### src/rtl/core/fei_pkg.sv
`timescale 1ns / 1ps

package fei_pkg;

   localparam int INT_BITS   = 3;
   localparam int FRAC_BITS  = 8;
   localparam int MAG_BITS   = INT_BITS + FRAC_BITS;
   localparam int FIELD_BITS = 12;
   localparam int COUNT_BITS = 8;
   localparam int GLYPH_BITS = 7;

   localparam logic [COUNT_BITS-1:0] MAX_ITER_RESET = 8'd250;

   typedef struct packed {
      logic [FIELD_BITS-1:0] c_real;
      logic [FIELD_BITS-1:0] c_imag;
      logic [FIELD_BITS-1:0] z_real;
      logic [FIELD_BITS-1:0] z_imag;
   } req_type;

   typedef struct packed {
      logic [COUNT_BITS-1:0] iteration_count;
      logic [GLYPH_BITS-1:0] glyph_code;
   } rsp_type;

   // Sign-magnitude value with an overflow flag.
   typedef struct packed {
      logic                nan;
      logic                neg;
      logic [MAG_BITS-1:0] mag;
   } sm_type;

   typedef enum logic {
      ALU_ADD,
      ALU_SQUARE
   } alu_op_type;

   typedef struct packed {
      alu_op_type op;
      sm_type     a;
      sm_type     b;
   } alu_req_type;

   typedef enum logic [3:0] {
      ST_IDLE,
      ST_INIT_R,
      ST_INIT_I,
      ST_CHECK,
      ST_DIFF,
      ST_DSQ,
      ST_T1,
      ST_T2,
      ST_ZI,
      ST_R1,
      ST_ZR,
      ST_SQR,
      ST_SQI
   } state_type;

   localparam int GLYPH_COUNT = 19;
   localparam int GLYPH_IDX_BITS = $clog2(GLYPH_COUNT);

   localparam logic [GLYPH_BITS-1:0] GLYPH_SPACE = 7'h20;
   localparam logic [GLYPH_BITS-1:0] GLYPH_LAST  = 7'h23;

   // Palette " .,'~=+:;[/<*?&o0x#"
   localparam logic [GLYPH_BITS-1:0] GLYPH_TABLE [GLYPH_COUNT] = '{
      7'h20, 7'h2E, 7'h2C, 7'h27, 7'h7E, 7'h3D, 7'h2B, 7'h3A, 7'h3B, 7'h5B,
      7'h2F, 7'h3C, 7'h2A, 7'h3F, 7'h26, 7'h6F, 7'h30, 7'h78, 7'h23
   };

   function automatic sm_type sm_decode(input logic [FIELD_BITS-1:0] bits);
      sm_type r;
      r.nan = 1'b0;
      r.neg = bits[MAG_BITS];
      r.mag = bits[MAG_BITS-1:0];
      return r;
   endfunction

   function automatic sm_type sm_negate(input sm_type a);
      sm_type r;
      r     = a;
      r.neg = ~a.neg;
      return r;
   endfunction

   function automatic logic [GLYPH_BITS-1:0] glyph_for(input logic [COUNT_BITS-1:0] count);
      logic [COUNT_BITS-2:0] half;
      logic [COUNT_BITS-2:0] idx;
      half = count[COUNT_BITS-1:1];
      idx  = half - (COUNT_BITS-1)'(3);
      if (half < (COUNT_BITS-1)'(3)) begin
         return GLYPH_SPACE;
      end
      if (idx >= (COUNT_BITS-1)'(GLYPH_COUNT)) begin
         return GLYPH_LAST;
      end
      return GLYPH_TABLE[idx[GLYPH_IDX_BITS-1:0]];
   endfunction

endpackage

### src/rtl/core/fei_alu.sv
`timescale 1ns / 1ps

module fei_alu (
   input  fei_pkg::alu_req_type alu_req,
   output fei_pkg::sm_type      alu_res
);
   import fei_pkg::*;

   localparam int PROD_BITS = 2 * MAG_BITS;
   localparam logic [PROD_BITS:0] ROUND_HALF = (PROD_BITS+1)'(1) << (FRAC_BITS - 1);

   logic [PROD_BITS-1:0] prod;
   logic [PROD_BITS:0]   prod_round;
   logic [PROD_BITS:0]   prod_shift;
   logic [MAG_BITS:0]    mag_sum;
   sm_type               sq_res;
   sm_type               add_res;

   // Square: round to nearest, flag overflow.
   always_comb begin
      prod       = {{MAG_BITS{1'b0}}, alu_req.a.mag} * {{MAG_BITS{1'b0}}, alu_req.a.mag};
      prod_round = {1'b0, prod} + ROUND_HALF;
      prod_shift = prod_round >> FRAC_BITS;
      sq_res.nan = alu_req.a.nan || (|prod_shift[PROD_BITS:MAG_BITS]);
      sq_res.neg = 1'b0;
      sq_res.mag = prod_shift[MAG_BITS-1:0];
   end

   // Sign-magnitude add; ties keep the first operand's sign.
   always_comb begin
      mag_sum     = {1'b0, alu_req.a.mag} + {1'b0, alu_req.b.mag};
      add_res.nan = alu_req.a.nan || alu_req.b.nan;
      if (alu_req.a.neg == alu_req.b.neg) begin
         add_res.nan = add_res.nan || mag_sum[MAG_BITS];
         add_res.neg = alu_req.a.neg;
         add_res.mag = mag_sum[MAG_BITS-1:0];
      end else if (alu_req.a.mag < alu_req.b.mag) begin
         add_res.neg = alu_req.b.neg;
         add_res.mag = alu_req.b.mag - alu_req.a.mag;
      end else begin
         add_res.neg = alu_req.a.neg;
         add_res.mag = alu_req.a.mag - alu_req.b.mag;
      end
   end

   always_comb begin
      case (alu_req.op)
         ALU_ADD:    alu_res = add_res;
         ALU_SQUARE: alu_res = sq_res;
         default:    alu_res = add_res;
      endcase
   end

endmodule

### src/rtl/core/fractal_escape_iteration_unit.sv
`timescale 1ns / 1ps
// A new item is taken only while idle; one shared add/square unit takes ten sequencer steps
//    per iteration. busy drops in the cycle the result strobe shows.
// Reset: synchronous, active high; returns to idle, drops the strobe, sets max_iter to 250.
// The receiver cannot stall: each result is flagged on rsp_valid for exactly one cycle.
module fractal_escape_iteration_unit (
   input  logic             clock,
   input  logic             reset,
   input  logic             start,
   output logic             busy,
   input  fei_pkg::req_type req_item,
   output logic             rsp_valid,
   output fei_pkg::rsp_type rsp_item,
   input  logic             csr_we,
   input  logic [7:0]       csr_wdata
);
   import fei_pkg::*;

   // Sequencer state and iteration count
   state_type             state_ff;
   state_type             state_in;
   logic [COUNT_BITS-1:0] count_ff;
   logic [COUNT_BITS-1:0] max_iter_ff;

   // Working values: constant, current z, its squares, and a scratch term
   sm_type cr_ff;
   sm_type ci_ff;
   sm_type zr_ff;
   sm_type zi_ff;
   sm_type zr2_ff;
   sm_type zi2_ff;
   sm_type t_ff;

   // Result register
   logic    rsp_valid_ff;
   rsp_type rsp_item_ff;

   alu_req_type alu_req;
   sm_type      alu_res;
   logic        check_exit;

   fei_alu u_alu (
      .alu_req (alu_req),
      .alu_res (alu_res)
   );

   // Leave the loop when the limit is reached or |z|^2 overflows.
   assign check_exit = (count_ff >= max_iter_ff) || alu_res.nan;

   // Next state
   always_comb begin
      state_in = state_ff;
      case (state_ff)
         ST_IDLE:   if (start) state_in = ST_INIT_R;
         ST_INIT_R: state_in = ST_INIT_I;
         ST_INIT_I: state_in = ST_CHECK;
         ST_CHECK:  state_in = check_exit ? ST_IDLE : ST_DIFF;
         ST_DIFF:   state_in = ST_DSQ;
         ST_DSQ:    state_in = ST_T1;
         ST_T1:     state_in = ST_T2;
         ST_T2:     state_in = ST_ZI;
         ST_ZI:     state_in = ST_R1;
         ST_R1:     state_in = ST_ZR;
         ST_ZR:     state_in = ST_SQR;
         ST_SQR:    state_in = ST_SQI;
         ST_SQI:    state_in = ST_CHECK;
         default:   state_in = ST_IDLE;
      endcase
   end

   // Operation and operands for the shared unit
   always_comb begin
      alu_req.op = ALU_ADD;
      alu_req.a  = t_ff;
      alu_req.b  = t_ff;
      case (state_ff)
         ST_INIT_R, ST_SQR: begin
            alu_req.op = ALU_SQUARE;
            alu_req.a  = zr_ff;
         end
         ST_INIT_I, ST_SQI: begin
            alu_req.op = ALU_SQUARE;
            alu_req.a  = zi_ff;
         end
         ST_CHECK: begin
            alu_req.a = zr2_ff;
            alu_req.b = zi2_ff;
         end
         // x - y, squared next for the 2xy identity
         ST_DIFF: begin
            alu_req.a = zr_ff;
            alu_req.b = sm_negate(zi_ff);
         end
         ST_DSQ: begin
            alu_req.op = ALU_SQUARE;
            alu_req.a  = t_ff;
         end
         ST_T1: begin
            alu_req.a = sm_negate(t_ff);
            alu_req.b = zr2_ff;
         end
         ST_T2: begin
            alu_req.a = t_ff;
            alu_req.b = zi2_ff;
         end
         ST_ZI: begin
            alu_req.a = t_ff;
            alu_req.b = ci_ff;
         end
         ST_R1: begin
            alu_req.a = zr2_ff;
            alu_req.b = sm_negate(zi2_ff);
         end
         ST_ZR: begin
            alu_req.a = t_ff;
            alu_req.b = cr_ff;
         end
         default: begin
            alu_req.op = ALU_ADD;
         end
      endcase
   end

   // Control registers
   always_ff @(posedge clock) begin
      if (reset) begin
         state_ff     <= ST_IDLE;
         max_iter_ff  <= MAX_ITER_RESET;
         rsp_valid_ff <= 1'b0;
      end else begin
         state_ff     <= state_in;
         rsp_valid_ff <= (state_ff == ST_CHECK) && check_exit;
         if (csr_we) begin
            max_iter_ff <= csr_wdata;
         end
      end
   end

   // Datapath registers
   always_ff @(posedge clock) begin
      case (state_ff)
         ST_IDLE: begin
            // Load the item; hold it while not started
            if (start) begin
               cr_ff    <= sm_decode(req_item.c_real);
               ci_ff    <= sm_decode(req_item.c_imag);
               zr_ff    <= sm_decode(req_item.z_real);
               zi_ff    <= sm_decode(req_item.z_imag);
               count_ff <= '0;
            end
         end
         ST_INIT_R, ST_SQR: zr2_ff <= alu_res;
         ST_INIT_I:         zi2_ff <= alu_res;
         ST_SQI: begin
            zi2_ff   <= alu_res;
            count_ff <= count_ff + COUNT_BITS'(1);
         end
         ST_CHECK: begin
            if (check_exit) begin
               rsp_item_ff.iteration_count <= count_ff;
               rsp_item_ff.glyph_code      <= glyph_for(count_ff);
            end
         end
         ST_DIFF, ST_DSQ, ST_T1, ST_T2, ST_R1: t_ff <= alu_res;
         ST_ZI:   zi_ff <= alu_res;
         ST_ZR:   zr_ff <= alu_res;
         default: t_ff  <= t_ff;
      endcase
   end

   assign busy      = (state_ff != ST_IDLE);
   assign rsp_valid = rsp_valid_ff;
   assign rsp_item  = rsp_item_ff;

endmodule

### config.mk
export PLATFORM = sky130hd
export DESIGN_NAME = fractal_escape_iteration_unit
export DESIGN_NICKNAME = d
export VERILOG_FILES = /design/src/rtl/core/fei_pkg.sv /design/src/rtl/core/fei_alu.sv /design/src/rtl/core/fractal_escape_iteration_unit.sv
export SDC_FILE = /design/constraint.sdc
export NUM_CORES = 1
export LEC_CHECK = 0
export BUFFER_PORTS_ARGS = -buffer_cell sky130_fd_sc_hd__buf_2
export CORE_ASPECT_RATIO = 0.6
export CORE_UTILIZATION = 45
export DETAILED_ROUTE_END_ITERATION = 10
export PLACE_DENSITY_LB_ADDON = 0.12
export SYNTH_ARGS = -nofsm -noshare
export SYNTH_HDL_FRONTEND = slang
export SYNTH_SLANG_ARGS = --single-unit
### constraint.sdc
create_clock -name clock -period 10.3 [get_ports clock]
set_input_delay 1.03 -clock clock [delete_from_list [all_inputs] [get_ports clock]]
set_output_delay 1.03 -clock clock [all_outputs]
set_load 0.1 [all_outputs]
; ---- Word level (Yosys, flattened, before mapping)
; Memories as Yosys holds them, arrays and structs flattened.
; Cells that the tools add are included.
[totals]
romBits = 224
word_cells = 109
in_bits = 60
memories = 1
reg_bits = 125
output_inout_bits = 17
[classes]
reduce_logical = 23
add_sub_neg = 6
order_cmp = 5
eq_ne = 14
mul = 1
bitwise_logic = 5
muxes = 29
[memory_table]
columns = memory, words, word_bits, read_ports, rd_clocked_by_memory_dff, write_ports, line_no
row1 = (name not given), 32, 7, 1, 0, 0, fei_pkg.sv:98  ; return GLYPH_TABLE[idx[GLYPH_IDX_BITS-1:0]];
[ops]
columns = cell, n
row1 = 13-bit case mux with 2 select lines, 3
row2 = 13-bit case mux with 6 select lines, 1
row3 = 13-bit case mux with 4 select lines, 1
row4 = 4-bit case mux with 12 select lines, 1
row5 = 7-bit two-way mux, 6
row6 = 13-bit two-way mux, 2
row7 = 12-bit two-way mux, 2
row8 = 22-bit by 8-bit adder with 23-bit output (second input constant), 1
row9 = 11-bit by 11-bit multiplier with 22-bit output, 1
row10 = 11-bit subtractor, 2
row11 = 4-bit == test (second input constant), 5
row12 = 4-bit by 3-bit == test with 1-bit output (second input constant), 4
row13 = 8-bit case mux with 2 select lines, 1
row14 = 11-bit by 11-bit adder with 12-bit output, 1
row15 = 11-bit less-than comparator, 1
row16 = 2-bit AND reduction, 5
row17 = 5-bit OR reduction, 2
row18 = 1-bit two-way mux, 9
row19 = 8-bit by 1-bit adder with 8-bit output (second input constant), 1
row20 = 4-bit by 2-bit == test with 1-bit output (second input constant), 2
row21 = 8-bit >= comparator, 1
row22 = 8-bit two-way mux, 1
row23 = 2-bit OR reduction, 4
row24 = 7-bit by 5-bit >= comparator with 1-bit output (second input constant), 1
row25 = other kinds (17), 25

; ---- Depth between registers and ports, before layout
[logic_depth]
ltp_word = 16
mapped_depth = 32
mapped_depth_nobuf = 27

; ---- Cells and area by module
; Synthesis repeated with hierarchy kept, for this count alone.
[hier_totals]
cells_unflattened = 1124
hier_area_um2 = 11108.2
[by_module_without_submodules]
columns = module, cells_per_inst, area_each_um2, seq_area_each_um2, n_inst
row1 = fractal_escape_iteration_unit, 505, 6125.9, 3623.5, 1
row2 = fei_alu, 619, 4982.3, 0.0, 1

; ---- Least setup slack after synthesis
; No wires, ideal clock.
[synth_timing]
path_kind = reg2reg
startpoint = register state_ff[2]
endpoint = register t_ff[12] (netlist name), data pin
required_time_ps = 10042
period_less_slack_ps = 7779
setup_slack_ps = 2521
arrival_time_ps = 7521
setup_ps = 258
stages_incl_launch_ff = 28
path_buffers = 4
cell_sequence = dfxtp_1 > buf_4 > buf_2 > nor3_1 > or2_2 > clkbuf_1 > nand2_1 > nand4_1 > clkinv_1 > nor2_1 > fa_1 > fa_1 > fa_1 > fa_1 > inv_1 > fa_1 > inv_1 > ha_1 > clkbuf_1 > a21oi_1 > o21ai_0 > o31a_1 > a211oi_1 > o31a_1 > xnor2_1 > a211oi_1 > a41o_1 > inv_1
[synth_lines]
columns = item, line_no
row1 = from (decl), fractal_escape_iteration_unit.sv:20  ; state_type state_ff;
row2 = from (signal assigned), fractal_escape_iteration_unit.sv:131  ; state_ff <= state_in;
row3 = to (signal assigned), fractal_escape_iteration_unit.sv:164  ; ST_DIFF, ST_DSQ, ST_T1, ST_T2, ST_R1: t_ff <= alu_res;
row4 = to (signal assigned), fractal_escape_iteration_unit.sv:167  ; default: t_ff <= t_ff;
row5 = to (decl), fractal_escape_iteration_unit.sv:32  ; sm_type t_ff;

==> key figures <==
Status
  • Status: completed

Detailed routing
  • Pre-Repair DR Iteration Count: 8
  • Post-route ant nets: 0
  • Wirelength, routed: ~34000 um
  • DR iter-0 viols: approximately 1000
  • Vias post-DR: a little under 10000
  • Vias per std cell: slightly below 6
  • Drt drc: 0
  • Avg WL per Cell: 21.1 um

Placed design
  • Post-Place Cells: roughly 1600
  • Gpl congestion: 0.969
  • PortBufs: 76
  • Placed Area: around 0.012 mm^2
  • HPWL after DPL: roughly 28000 um

CTS
  • Max H-tree Level: 4
  • Inserted Clock Buffers: 17
  • Cts repair resizes: 0
  • Cts hold-fix bufs: 0
  • Worst-skew pair later-pin latency: around 0.43 ns
  • Sink Count: 125
  • # Post-CTS Setup Buffers: 0
  • Max clock buf depth: 2
  • CTS Root Cell: clkbuf_16
  • CTS clk-pin slew, worst paths: ~0.06 ns
  • CTS tree: yes

Floorplanning
  • Initial Util: 0.466
  • Die ar.: 0.0261 mm^2
  • Die X: roughly 210 um
  • Die height: roughly 130 um
  • Num rows: 44
  • I/O Pins: just under 80
  • Core area: between 0.02 and 0.025 mm^2

Logic synthesis
  • Ys Warns: 0
  • Top FF cell, synth: edfxtp_1
  • Post-Synthesis Cells: approximately 1200
  • Post-Syn Nets: approximately 1500
  • Post-synthesis sequential element count: approximately 130
  • Sequential element share of the synthesized area: 0.317
  • Area of the mapped netlist: approximately 0.011 mm^2
  • Yosys cell types: 91
  • Syn Area/Cell: 9.22 um^2
  • EDFF count, synth: ~110
  • Async SR Flop Fraction: 0

Finish
  • Share of cells above drive strength 1: 0.115
  • Final Non-Filler Cells: between 1500 and 2000
  • P&R area growth vs syn: 10.4%
  • Fin area: 0.0126 mm^2
  • Ant. Diodes: 0
  • Final Util: 0.514
  • Final net count: 1529

STA
  • Final hold violations: 0
  • Fin crit period: ~8.7 ns
  • Max-slew headroom: 0.318
  • Period Utilization, post-route: 0.848
  • Final-report max-slew violation count: 0
  • Setup_tns: 0 ns
  • Fmax: about 0.11 GHz
  • Worst Skew: approximately 0.0091 ns
  • Least-Margin Pin Slew: 1.02 ns
  • Final setup vio count: 0
  • Unrepaired setup endpoints after global routing: false

Worst setup path
  • CP Class: reg2reg
  • Critical path's most frequent cell: fa_1
  • Setup crit start kind: flop
  • Worst endpoint data arrival time: 8.88 ns
  • Worst R2R Start: state_ff[3]
  • Worst Setup End Kind: flop
  • CP max stage cell: dfxtp_1
  • Worst r2r dst: zi2_ff[8]
  • Critical-path cell list: xor2_1 -> nor3_2 -> buf_4 -> or2_2 -> nand2_1 -> nand4_1 -> inv_1 -> nor2_1 -> fa_1 -> fa_1 -> fa_1 -> fa_1 -> inv_1 -> fa_1 -> inv_1 -> ha_1 -> a21oi_1 -> o21ai_0 -> nor3_1 -> o21ai_0 -> a41oi_1 -> o21bai_1 -> xnor2_1 -> o211ai_1
  • Slowest cell delay on critical path: 0.97 ns
  • FF-to-FF setup slack: around 1.6 ns
  • Critical-path maximum fanout: 25
  • Worst r2r path cells: 24
  • Critical path required time: approximately 10 ns

Global routing
  • Gr busiest metal: met1
  • Total grt overflow: 0
  • M1 GR Usage: 0.460
  • Initial antenna violation count: 0
  • Vias in the first global route: between 8000 and 9000
  • Met2 Track Usage GR: 0.314
  • M3 GR Usage: 0.0769
  • Largest net degree at the start of global routing: 34
  • First-pass GRT wire length: approximately 53000 um
  • GRT Overall Usage: 0.269

Worst hold path
  • Hold Path Depth: 2
  • Worst hold path type: reg2reg
  • Worst Hold Path EP: max_iter_ff[2]
  • Hold path startpoint: max_iter_ff[2]

Flow run
  • Total of max-cap violations: 0
[cell usage after synthesis (14+ instances only)]
cell type | instances | area (um^2)
nand2_1 | 151 | 567
inv_1 | 146 | 548
edfxtp_1 | 112 | 3360
nor2_1 | 107 | 402
ha_1 | 104 | 1300
fa_1 | 67 | 1340
a21oi_1 | 64 | 320
o21ai_0 | 56 | 280
clkbuf_1 | 34 | 128
nand3_1 | 24 | 120
nor3_1 | 24 | 120
xnor2_1 | 24 | 210
nor2b_1 | 16 | 100
o211ai_1 | 15 | 113
nand4_1 | 14 | 87.6
xor2_1 | 14 | 123
[layout by cell type (no fill, tap or decap), types with 11 or more instances in the layout]
cell       netlist  layout
o21ai_0         56      56
buf_2            8      76
fa_1            67      67
xor2_1          14      14
a21o_1          12      12
mux2i_1         11      11
edfxtp_1       112     112
ha_1           104     104
nor2_1         107     106
buf_4            2      15
nand4_1         14      14
a21oi_1         64      64
clkbuf_16        0      17
nand3_1         24      24
xnor2_1         24      24
nor3_1          24      22
a221o_1         12      12
nand2b_1        12      12
dfxtp_1         13      13
o211ai_1        15      15
inv_1          146     146
nor2b_1         16      16
nand2_1        151     151
a222oi_1        11      11
[area by class of cell]
cell class	instances	area [um^2]
fill	2306	11900
clock buffer	20	437
timing repair buffer	91	493
sequential	125	3620
tap	322	403
multi-input combinational	909	7020
clock inverter	12	75.1
inverter	154	578
[sequential cells by signal, summed over array words and instances (netlist names)]
signal,flops
rsp_item,15
t_ff,13
zi2_ff,13
zi_ff,13
zr2_ff,13
zr_ff,13
ci_ff,12
cr_ff,12
count_ff,8
max_iter_ff,8
state_ff,4
rsp_valid,1
[routing by layer]
layer,vias to the layer above,wire (um)
met5,-,0
met4,0,347
met3,28,4010
met2,480,12000
met1,4636,18000
li1,4492,-
[worst max-delay path: cells and delay by family (launching register included)]
kind,cells,cell delay (ns)
and+or+nand+nor,6,1.51
buffers and inverters,4,0.95
DFF,1,0.97
adders and majority gates,6,2.99
xor gates and xnor gates,2,0.66
AOI/OAI and AO/OA,6,1.32
[cells by family after synthesis]
group | share of synthesized area
flops | 0.317
simple gates | 0.167
compound gates | 0.171
fa+ha+maj | 0.231
mux | 0.0116
xor+xnor | 0.0305
buf+inv | 0.0722
[worst max-delay path by stage]
stage	startpoint	endpoint	slack, ns	cells past startpoint
2_1_floorplan	state_ff[2]	t_ff[12]	2.52	27
3_3_place_gp	state_ff[3]	t_ff[12]	1.99	23
3_5_place_dp	state_ff[3]	t_ff[12]	1.79	23
4_1_cts	state_ff[3]	zr2_ff[12]	1.76	23
5_1_grt	state_ff[3]	zi2_ff[8]	1.15	22
6_report	state_ff[3]	zi2_ff[8]	1.57	24
[per-stage QoR]
step	worst slack [ns]	hold slack [ns]
after floorplan	2.52	0.455
after global placement	1.99	0.500
after detailed placement	1.79	0.515
after CTS	1.76	0.528
after global routing	1.15	0.548
final	1.57	0.526
Power is not shown: default switching activity piles up to over one toggle a cycle in this logic, so the estimate is an artifact.
